[src/hw/rtl/bqsa_pkg.sv]
// Package for the bounded queue server admission block.
// Holds the controller states, the command and status structs and shared constants.
// Used by every module of the block; depends on nothing.
package bqsa_pkg;

    localparam int DEFAULT_QUEUE_SLOTS = 64;
    localparam int TIME_W = 48;
    localparam int IN_W = 32;
    localparam int CAP_W = 6;
    localparam logic [TIME_W-1:0] TIME_MAX = {TIME_W{1'b1}};

    typedef enum logic [1:0] {
        ST_IDLE,
        ST_READ,
        ST_CHECK,
        ST_DECIDE
    } bqsa_state_t;

    typedef struct packed {
        logic latch;
        logic pop;
        logic commit;
    } bqsa_cmd_t;

    typedef struct packed {
        logic count_zero;
        logic head_done;
        logic out_free;
    } bqsa_status_t;

endpackage

[src/hw/rtl/bqsa_ctrl.sv]
// Controller state machine of the bounded queue server admission block.
// Sequences one request: head retirement, admission decision and result load.
// Depends on bqsa_pkg.
module bqsa_ctrl (
    input  logic                  clk,
    input  logic                  rst_n,
    input  logic                  in_valid,
    output logic                  in_stall,
    input  bqsa_pkg::bqsa_status_t status,
    output bqsa_pkg::bqsa_cmd_t   cmd
);

    bqsa_pkg::bqsa_state_t state_reg;
    bqsa_pkg::bqsa_state_t state_next;

    always_ff @(posedge clk or negedge rst_n)
    begin
        if (!rst_n)
        begin
            state_reg <= bqsa_pkg::ST_IDLE;
        end
        else
        begin
            state_reg <= state_next;
        end
    end

    always_comb
    begin
        state_next = state_reg;
        cmd = '0;
        in_stall = 1'b1;
        unique case (state_reg)
            bqsa_pkg::ST_IDLE:
            begin
                in_stall = 1'b0;
                if (in_valid)
                begin
                    cmd.latch = 1'b1;
                    state_next = bqsa_pkg::ST_READ;
                end
            end
            bqsa_pkg::ST_READ:
            begin
                state_next = bqsa_pkg::ST_CHECK;
            end
            bqsa_pkg::ST_CHECK:
            begin
                if (!status.count_zero && status.head_done)
                begin
                    cmd.pop = 1'b1;
                    state_next = bqsa_pkg::ST_READ;
                end
                else
                begin
                    state_next = bqsa_pkg::ST_DECIDE;
                end
            end
            bqsa_pkg::ST_DECIDE:
            begin
                if (status.out_free)
                begin
                    cmd.commit = 1'b1;
                    state_next = bqsa_pkg::ST_IDLE;
                end
            end
            default:
            begin
                state_next = bqsa_pkg::ST_IDLE;
            end
        endcase
    end

endmodule

[src/hw/rtl/bqsa_datapath.sv]
// Datapath of the bounded queue server admission block.
// Holds the finish time memory, queue pointers, finish time adder and output register.
// Depends on bqsa_pkg; driven by commands from bqsa_ctrl.
module bqsa_datapath #(
    parameter int QUEUE_SLOTS = bqsa_pkg::DEFAULT_QUEUE_SLOTS
) (
    input  logic                           clk,
    input  logic                           rst_n,
    input  bqsa_pkg::bqsa_cmd_t            cmd,
    output bqsa_pkg::bqsa_status_t         status,
    input  logic [bqsa_pkg::CAP_W-1:0]     queue_capacity,
    input  logic [bqsa_pkg::IN_W-1:0]      arrival_time,
    input  logic [bqsa_pkg::IN_W-1:0]      duration,
    output logic                           out_valid,
    input  logic                           out_stall,
    output logic                           accepted,
    output logic [bqsa_pkg::TIME_W-1:0]    finish_time
);

    localparam int IDX_W = (QUEUE_SLOTS > 1) ? $clog2(QUEUE_SLOTS) : 1;
    localparam int CNT_W = $clog2(QUEUE_SLOTS + 1);
    localparam int CMP_W = ((CNT_W > bqsa_pkg::CAP_W) ? CNT_W : bqsa_pkg::CAP_W) + 1;
    localparam int TIME_W = bqsa_pkg::TIME_W;
    localparam int IN_W = bqsa_pkg::IN_W;
    localparam logic [IDX_W-1:0] LAST_IDX = IDX_W'(QUEUE_SLOTS - 1);
    localparam logic [CNT_W-1:0] SLOTS_CNT = CNT_W'(QUEUE_SLOTS);
    localparam logic [IDX_W:0] SLOTS_EXT = (IDX_W + 1)'(QUEUE_SLOTS);

    logic [TIME_W-1:0] mem [QUEUE_SLOTS];
    logic [TIME_W-1:0] rd_data_reg;

    logic [IDX_W-1:0]  head_reg;
    logic [IDX_W-1:0]  head_next;
    logic [CNT_W-1:0]  count_reg;
    logic [CNT_W-1:0]  count_next;
    logic [TIME_W-1:0] last_reg;
    logic [TIME_W-1:0] last_next;
    logic [IN_W-1:0]   arrival_reg;
    logic [IN_W-1:0]   duration_reg;
    logic              out_valid_reg;
    logic              out_valid_next;
    logic              accepted_reg;
    logic [TIME_W-1:0] finish_reg;

    logic [TIME_W-1:0] arrival_ext;
    logic [TIME_W-1:0] start_time;
    logic [TIME_W:0]   sum;
    logic [TIME_W-1:0] fin;
    logic              full;
    logic              admit;
    logic [IDX_W:0]    tail_sum;
    logic [IDX_W-1:0]  tail_idx;

    assign arrival_ext = {{(TIME_W - IN_W){1'b0}}, arrival_reg};
    assign start_time = (last_reg > arrival_ext) ? last_reg : arrival_ext;
    assign sum = {1'b0, start_time} + {{(TIME_W + 1 - IN_W){1'b0}}, duration_reg};
    assign fin = sum[TIME_W] ? bqsa_pkg::TIME_MAX : sum[TIME_W-1:0];

    assign full = (CMP_W'(count_reg) > CMP_W'(queue_capacity)) || (count_reg == SLOTS_CNT);
    assign admit = cmd.commit && !full;

    assign tail_sum = {1'b0, head_reg} + (IDX_W + 1)'(count_reg);
    assign tail_idx = (tail_sum >= SLOTS_EXT) ? IDX_W'(tail_sum - SLOTS_EXT)
                                              : tail_sum[IDX_W-1:0];

    assign status.count_zero = (count_reg == '0);
    assign status.head_done = (rd_data_reg <= arrival_ext);
    assign status.out_free = !out_valid_reg || !out_stall;

    always_ff @(posedge clk)
    begin
        rd_data_reg <= mem[head_reg];
        if (admit)
        begin
            mem[tail_idx] <= fin;
        end
    end

    always_comb
    begin
        head_next = head_reg;
        count_next = count_reg;
        last_next = last_reg;
        if (cmd.pop)
        begin
            head_next = (head_reg == LAST_IDX) ? '0 : head_reg + 1'b1;
            count_next = count_reg - 1'b1;
        end
        else if (admit)
        begin
            count_next = count_reg + 1'b1;
            last_next = fin;
        end
    end

    always_comb
    begin
        out_valid_next = out_valid_reg && out_stall;
        if (cmd.commit)
        begin
            out_valid_next = 1'b1;
        end
    end

    always_ff @(posedge clk or negedge rst_n)
    begin
        if (!rst_n)
        begin
            head_reg <= '0;
            count_reg <= '0;
            last_reg <= '0;
            out_valid_reg <= 1'b0;
        end
        else
        begin
            head_reg <= head_next;
            count_reg <= count_next;
            last_reg <= last_next;
            out_valid_reg <= out_valid_next;
        end
    end

    always_ff @(posedge clk)
    begin
        if (cmd.latch)
        begin
            arrival_reg <= arrival_time;
            duration_reg <= duration;
        end
        if (cmd.commit)
        begin
            accepted_reg <= !full;
            finish_reg <= full ? '0 : fin;
        end
    end

    assign out_valid = out_valid_reg;
    assign accepted = accepted_reg;
    assign finish_time = finish_reg;

    a_count_bound: assert property (@(posedge clk) disable iff (!rst_n)
        count_reg <= SLOTS_CNT)
        else $error("job count exceeds the slot count");

    a_pop_nonempty: assert property (@(posedge clk) disable iff (!rst_n)
        cmd.pop |-> (count_reg != '0))
        else $error("head retired from an empty queue");

    a_commit_output: assert property (@(posedge clk) disable iff (!rst_n)
        cmd.commit |=> out_valid_reg)
        else $error("result not presented after commit");

    a_admit_count: assert property (@(posedge clk) disable iff (!rst_n)
        admit |=> (count_reg == $past(count_reg) + 1'b1))
        else $error("admitted job not counted");

    a_commit_not_blocked: assert property (@(posedge clk) disable iff (!rst_n)
        cmd.commit |-> status.out_free)
        else $error("result overwritten while a transfer is pending");

endmodule

[src/hw/rtl/bounded_queue_server_admission.sv]
// Top level of the bounded queue server admission block: a single server with a
// FIFO waiting line and tail drop. Holds the configuration register and joins the
// controller (bqsa_ctrl) to the datapath (bqsa_datapath); depends on bqsa_pkg.
//
// Usage: a request transfer (arrival_time, duration) is taken on the input channel
// when in_valid is high and in_stall is low. Each request yields exactly one result
// transfer (accepted, finish_time) on the output channel, taken when out_valid is
// high and out_stall is low. queue_capacity must be written through the APB port at
// address 0 while the block is idle; the block itself does not enforce this.
// A request passes ST_IDLE, ST_READ, ST_CHECK and ST_DECIDE, and repeats ST_READ
// and ST_CHECK for every queued job it retires: the finish time memory has a single
// read port and is walked one queue head at a time. The result is then held in the
// output register, and the next request is taken while it waits. If the receiver
// stalls, the held result stays and the block stops before loading the next result.
// Reset clears the queue, the last finish time and the capacity register; the finish
// time memory itself is not cleared and needs no clearing pass.
module bounded_queue_server_admission #(
    parameter int QUEUE_SLOTS = bqsa_pkg::DEFAULT_QUEUE_SLOTS
) (
    input  logic                         clk,
    input  logic                         rst_n,
    input  logic                         psel,
    input  logic                         penable,
    input  logic                         pwrite,
    input  logic [2:0]                   paddr,
    input  logic [31:0]                  pwdata,
    output logic [31:0]                  prdata,
    output logic                         pready,
    input  logic                         in_valid,
    output logic                         in_stall,
    input  logic [bqsa_pkg::IN_W-1:0]    arrival_time,
    input  logic [bqsa_pkg::IN_W-1:0]    duration,
    output logic                         out_valid,
    input  logic                         out_stall,
    output logic                         accepted,
    output logic [bqsa_pkg::TIME_W-1:0]  finish_time
);

    logic [bqsa_pkg::CAP_W-1:0] cap_reg;
    logic [bqsa_pkg::CAP_W-1:0] cap_next;
    logic                       cap_sel;

    bqsa_pkg::bqsa_cmd_t    cmd;
    bqsa_pkg::bqsa_status_t status;

    assign pready = 1'b1;
    assign cap_sel = (paddr[2] == 1'b0);

    always_comb
    begin
        cap_next = cap_reg;
        if (psel && penable && pwrite && pready && cap_sel)
        begin
            cap_next = pwdata[bqsa_pkg::CAP_W-1:0];
        end
    end

    always_ff @(posedge clk or negedge rst_n)
    begin
        if (!rst_n)
        begin
            cap_reg <= '0;
        end
        else
        begin
            cap_reg <= cap_next;
        end
    end

    assign prdata = cap_sel ? {{(32 - bqsa_pkg::CAP_W){1'b0}}, cap_reg} : 32'd0;

    bqsa_ctrl u_ctrl (
        .clk      (clk),
        .rst_n    (rst_n),
        .in_valid (in_valid),
        .in_stall (in_stall),
        .status   (status),
        .cmd      (cmd)
    );

    bqsa_datapath #(
        .QUEUE_SLOTS (QUEUE_SLOTS)
    ) u_datapath (
        .clk            (clk),
        .rst_n          (rst_n),
        .cmd            (cmd),
        .status         (status),
        .queue_capacity (cap_reg),
        .arrival_time   (arrival_time),
        .duration       (duration),
        .out_valid      (out_valid),
        .out_stall      (out_stall),
        .accepted       (accepted),
        .finish_time    (finish_time)
    );

endmodule
[config.mk]
export PLATFORM = sky130hd
export DESIGN_NAME = bounded_queue_server_admission
export DESIGN_NICKNAME = d
export VERILOG_FILES = /design/src/hw/rtl/bqsa_pkg.sv /design/src/hw/rtl/bqsa_ctrl.sv /design/src/hw/rtl/bqsa_datapath.sv /design/src/hw/rtl/bounded_queue_server_admission.sv
export SDC_FILE = /design/constraint.sdc
export NUM_CORES = 2
export LEC_CHECK = 0
export BUFFER_PORTS_ARGS = -buffer_cell sky130_fd_sc_hd__buf_2
export CAP_MARGIN = 10
export CORE_ASPECT_RATIO = 1.75
export CORE_MARGIN = 2
export CORE_UTILIZATION = 55
export DETAILED_ROUTE_END_ITERATION = 16
export GPL_TIMING_DRIVEN = 0
export PLACE_DENSITY = 0.78
export SYNTH_ARGS = -nofsm -noshare
export SYNTH_HDL_FRONTEND = slang
export SYNTH_SLANG_ARGS = --single-unit
[constraint.sdc]
create_clock -name clk -period 14.84 [get_ports clk]
set_clock_uncertainty 0.2 [all_clocks]
set_input_delay 1.484 -clock clk [delete_from_list [all_inputs] [get_ports clk]]
set_output_delay 1.484 -clock clk [all_outputs]
set_load 0.02 [all_outputs]
### Word-level counts from Yosys, hierarchy flattened

Memory sizes are Yosys's and may differ from the RTL's. A register that Yosys moved wholly into a read port is not among the register bits.
Index checks and enable logic that the tools add are counted.
W data, S select, Z words.

| storage, ports and cells | value |
|---|---|
| flip-flop bits (word level) | 183 |
| memories | 1 |
| bits in writable memories | 3072 |
| input port bits | 106 |
| output and inout port bits | 84 |
| logic and storage cells | 68 |

| cells by class | value |
|---|---|
| bitwise operators | 2 |
| add/sub/neg operators | 6 |
| equality and inequality tests | 7 |
| $lt $le $gt $ge | 4 |
| reduce and logical (&&, ||, !) cells | 17 |
| muxes and demuxes | 21 |

Memories:

| name | depth | bits a word | rd ports | clocked after memory_dff | wr ports | line | source |
|---|---|---|---|---|---|---|---|
| u_datapath.mem | 64 | 48 | 1 | 1 | 1 | bqsa_datapath.sv:29 | `logic [TIME_W-1:0] mem [QUEUE_SLOTS];` |

Operators with widths:

| cell | number |
|---|---|
| $mux W48 | 2 |
| $add A48 B32 Y49 | 1 |
| $gt A48 B32 Y1 | 1 |
| $le A48 B32 Y1 | 1 |
| $mux W6 | 3 |
| $mux W7 | 2 |
| $mux W1 | 10 |
| $pmux W2 S4 | 1 |
| $add A6 B7 Y7 | 1 |
| $add A7 B1 Y7 const B | 1 |
| $eq A7 B7 Y1 const B | 1 |
| $ge A7 B7 Y1 const B | 1 |
| $gt A7 B6 Y1 | 1 |
| $logic_not A7 Y1 | 1 |
| $sub A7 B1 Y7 const B | 1 |
| $add A6 B1 Y6 const B | 1 |
| $eq A6 B6 Y1 const B | 1 |
| $logic_and A1 B1 Y1 | 6 |
| $mux W2 | 3 |
| $sub A6 B1 Y6 const B | 1 |
| $eq A2 B2 Y1 const B | 2 |
| $logic_not A1 Y1 | 4 |
| $ne A2 B2 Y1 const B | 2 |
| $reduce_and A2 Y1 | 2 |
| 5 further kinds | 7 |

### Longest topological paths before layout

| depth | value |
|---|---|
| depth after elaboration | 7 |
| mapped depth | 25 |
| gate-level depth less buffers | 21 |

### Modules after synthesis

From an unflattened synthesis, not the netlist that was laid out.

| second synthesis, totals | value |
|---|---|
| cells, all modules | 5618 |
| area, all modules | 129032.5 um^2 |

Modules (own cells, without submodules):

| module | cells an instance | times used | area an instance (um^2) | seq. area each (um^2) |
|---|---|---|---|---|
| bqsa_datapath | 5557 | 1 | 128401.9 | 98154.1 |
| bounded_queue_server_admission | 48 | 1 | 504.2 | 150.1 |
| bqsa_ctrl | 13 | 1 | 126.4 | 50.0 |

### Worst setup path after synthesis

OpenSTA, ideal clock, no wires.

| path | value |
|---|---|
| kind | register to register |
| start | register u_datapath.arrival_reg[1] |
| end | memory u_datapath.mem[0][30], data pin |
| arrival time | 7.112 ns |
| setup time | 0.715 ns |
| slack | 6.813 ns |
| buffers on the path | 2 |
| stages on the path, launching flop included | 23 |
| required time | 13.925 ns |
| period minus slack after synthesis | 8.027 ns |
| path through | edfxtp_1 inv_1 ha_1 nor2b_1 o21ai_1 nand2b_1 a21oi_1 or4_1 a311o_1 a31o_2 clkbuf_1 buf_2 mux2_2 ha_1 inv_1 fa_1 nand2b_1 a21oi_1 nor2_1 o31a_1 a21oi_1 mux2_2 o21ai_0 |

| between the ends | value |
|---|---|
| longest elaborated chain between the ends | 4 |

RTL lines:

| what | line | source |
|---|---|---|
| start, declared | bqsa_datapath.sv:38 | `logic [IN_W-1:0] arrival_reg;` |
| start signal, assigned | bqsa_datapath.sv:127 | `arrival_reg <= arrival_time;` |
| $gt A48 B32 Y1 | bqsa_datapath.sv:55 | `assign start_time = (last_reg > arrival_ext) ? last_reg : arrival_ext;` |
| $mux W48 (*) | bqsa_datapath.sv:55 |  |
| $add A48 B32 Y49 (*) | bqsa_datapath.sv:56 | `assign sum = {1'b0, start_time} + {{(TIME_W + 1 - IN_W){1'b0}}, duration_reg};` |
| $mux W48 (*) | bqsa_datapath.sv:57 | `assign fin = sum[TIME_W] ? bqsa_pkg::TIME_MAX : sum[TIME_W-1:0];` |
| via u_datapath.fin[30] | bqsa_datapath.sv:48 | `logic [TIME_W-1:0] fin;` |
| end, declared | bqsa_datapath.sv:29 |  |

Mark *: on every way through the listed nets, which the timed path passes. The rest lies on a longest branch.

### Final worst setup path

| path | value |
|---|---|
| start | register u_datapath.last_reg[46] |
| end | memory u_datapath.mem[34][41], data pin |

| between the ends | value |
|---|---|
| longest elaborated chain between the ends | 4 |

RTL lines:

| what | line | source |
|---|---|---|
| start, declared | bqsa_datapath.sv:36 | `logic [TIME_W-1:0] last_reg;` |
| start signal, assigned | bqsa_datapath.sv:118 | `last_reg <= last_next;` |
| $gt A48 B32 Y1 | bqsa_datapath.sv:55 |  |
| $mux W48 (*) | bqsa_datapath.sv:55 |  |
| $add A48 B32 Y49 (*) | bqsa_datapath.sv:56 |  |
| $mux W48 (*) | bqsa_datapath.sv:57 |  |
| via u_datapath.fin[41] | bqsa_datapath.sv:48 |  |

Marked as above.

==> impl_results.md <==
* Run status: complete, but fails checks
* Violated checks: max-capacitance violations, max-slew violations
* Dominant synthesized flop cell: edfxtp_1
* Netlist cell types at 72
* Post-CTS sizing at 0
* Drt wl/cell at 46.0 um
* MaxCap Viol Count at 2
* Post-DP HPWL at 270000 um
* Worst slew pin tran at 1.56 ns
* FF+latch count, synth at 3303
* Number of hold buffers added after CTS at 0
* Synth async-reset ratio at 2.12%
* Syn avg cell area at 23.0 um2
* Synth warnings at 0
* Post-synthesis instance total at 5606
* GP Congestion at 0.956
* Post-Route Utilization at 63.5%
* Max reg flops at 3072
* Worst hold margin at 0.305 ns
* Critical Path Fanout Max at 64
* Grt ovf at 0
* Max_slew headroom at -4.22%
* CTS Sinks at 3303
* FP Rows at 235
* Worst Setup Slack, final at 4.00 ns
* NumNets Final at 6497
* Clock Pin Slew Worst Setup and Hold Paths at 0.07 ns
* Min cycle time layout at 10.84 ns
* Post-route DRC at 0
* Commonest non-fill, non-tap cell in the layout: edfxtp_1
* Longest Clk Path Bufs at 4
* Clock Latency Late Sink at 0.90 ns
* Core footprint at 233000 um2
* Post-Synth Adder-Cell Area at 1.14%
* Largest family of logic cells by synthesized area: multiplexers
* Final Setup Violations at 0
* IO Pins at 190
* Commonest non-fill, non-tap cells in the layout: edfxtp_1, mux4_2, clkbuf_16, buf_2, clkbuf_1
* Period utilisation layout at 73.1%
* Die Y at 644 um
* Dpl ws at 4.89 ns
* Initial Util at 55.2%
* Kind of start point of the critical path: flop
* Hold Vio Cnt, Final at 0
* VDD IR max at 0.274 mV
* Post CTS Setup Buffer Count at 0
* Max Slew Vio Count at 21
* RSZ-0062 raised after global routing: false
* Routed WL at 442000 um
* Vias in the first global route at 71900
* Largest net degree at the start of global routing at 67
* All-Layer GR Usage at 37.0%
* Setup TNS at 0 ns
* DR pass1 iterations at 8
* Initial antenna violation count at 54
* Port Buffers at 134
* CTS buffer count at 289
* DR vias/cell at 7.50
* DR vias at 72200
* EDFF count, synth at 3185
* Pwr Density at 188 nW/um2
* Die Area at 238000 um2
* Worst EP arrival at 10.95 ns
* Largest Register: u_datapath.mem
* Leakage at 46.8 nW
* Global-route wire length before repair at 592000 um
* Crit path kind: flop to flop
* Synth Area in Compound Gates at 1.32%
* WP data required at 14.95 ns
* Fmax at 92.2 MHz
* Syn Std Cell Area at 129000 um2
* Hold Crit Depth at 1
* Min-delay worst type: flop to flop
* CTS tree: yes
* ANT nets after route at 0
* Area Growth Syn to Fin at 15.0%
* Fraction of the mapped netlist area in simple logic gates at 1.48%
* Post-synthesis sequential area ratio at 76.3%
* Share of cells above drive strength 1 at 32.1%
* DRT iter0 DRCs at 12600
* Die X at 370 um
* CTS H-tree depth at 5
* Crit path capture type: flop
* Root Driver: clkbuf_16
* Mux contribution to synthesized area at 18.1%
* XOR/XNOR Fraction of Synth Area at 0.326%
* R2R cell count at 18
metal layers:
metal  vias to the layer above  routed length (um)  GRT usage [%]
li1                      25100                   -              -
met1                     36300              117000           38.1
met2                      8099              216000           60.5
met3                      2660               55800           11.3
met4                        38               52900           33.4
met5                         -                 278              0
layout make-up:
type / count / area [um2]
antenna: 42 / 105
sequential: 3303 / 98400
tap: 3081 / 3850
fill: 13900 / 85200
multi-input combinational: 1952 / 29600
buffer: 295 / 1400
clock buffer: 352 / 7760
inverter: 81 / 304
clock inverter: 160 / 1530
timing repair buffer: 353 / 5360
critical path, cell delays in order, from the launching register on:
cell      delay [ns]
dfrtp_1         0.36
clkbuf_1        0.20
nor4_1          0.58
nand4_1         0.91
a211oi_1        0.77
buf_4           0.28
a31o_2          0.16
clkbuf_1        0.25
buf_2           0.39
mux2_2          0.43
ha_1            0.35
a21oi_1         0.37
o21ai_0         0.38
a21oi_1         0.70
a31oi_1         0.34
a21oi_2         0.91
clkbuf_1        0.73
clkbuf_1        0.85
nand2_2         0.98
where the power goes:
group          switching, W  internal [W]  leakage [nW]  total, W
registers          0.000194        0.0134          30.7    0.0136
logic               0.00498       0.00155          11.6   0.00653
clock network       0.00357       0.00419          4.54   0.00776
Yosys cell counts, types with 3 or more instances:
cell / n / share of area [%]
or4_1: 6 / 0.035
a211oi_1: 7 / 0.041
clkbuf_1: 146 / 0.43
nor2_1: 179 / 0.52
o21ai_0: 62 / 0.24
mux2_2: 54 / 0.47
a21o_1: 28 / 0.16
a211o_1: 3 / 0.020
xor2_1: 19 / 0.13
or3_1: 4 / 0.019
o211ai_1: 5 / 0.029
buf_1: 43 / 0.13
a31o_2: 4 / 0.027
a21boi_0: 3 / 0.017
and2_1: 10 / 0.049
a21oi_1: 91 / 0.35
fa_1: 3 / 0.047
ha_1: 113 / 1.1
mux4_2: 1008 / 18
buf_4: 49 / 0.29
o21a_1: 6 / 0.035
dfrtp_1: 70 / 1.4
and4_1: 3 / 0.020
and3_1: 13 / 0.063
nor3_1: 14 / 0.054
nand3_1: 23 / 0.089
mux2i_1: 4 / 0.031
xnor2_1: 29 / 0.20
nand4_1: 24 / 0.12
a221oi_1: 3 / 0.020
nor2b_1: 6 / 0.029
inv_1: 80 / 0.23
buf_2: 55 / 0.21
nor4_1: 12 / 0.058
o21ai_1: 3 / 0.012
dfxtp_1: 48 / 0.75
nand2b_1: 9 / 0.044
nand2_1: 113 / 0.33
edfxtp_1: 3185 / 74
a31oi_1: 29 / 0.14
per-stage QoR:
step | std cells | cell area [um2] | total power (W)
2_1_floorplan | 5631 | 129000 | 0.0169
3_3_place_gp | 8846 | 134000 | 0.0191
3_5_place_dp | 9045 | 139000 | 0.0198
4_1_cts | 9557 | 148000 | 0.0275
5_1_grt | 9584 | 148000 | 0.0284
6_report | 9619 | 148000 | 0.0279
final timing paths:
check,startpoint,end,slack [ns]
max,u_datapath.last_reg[46],u_datapath.mem[34][41],4.00
min,cap_reg[2],cap_reg[2],0.30
max reg2reg,u_datapath.last_reg[46],u_datapath.mem[34][41],4.00
min reg2reg,cap_reg[2],cap_reg[2],0.30
max in group asynchronous,rst_n,cap_reg[0],13.35
min in group asynchronous,rst_n,u_datapath.out_valid,0.39
kinds of logic after synthesis:
| family | Yosys count |
|---|---|
| DFF | 3303 |
| muxes | 1066 |
| and+or+nand+nor | 425 |
| buffers and inverters | 376 |
| AOI/OAI and AO/OA | 270 |
| adders and majority gates | 116 |
| xor gates and xnor gates | 48 |
| other | 2 |
(Power assumes the default switching activity.)
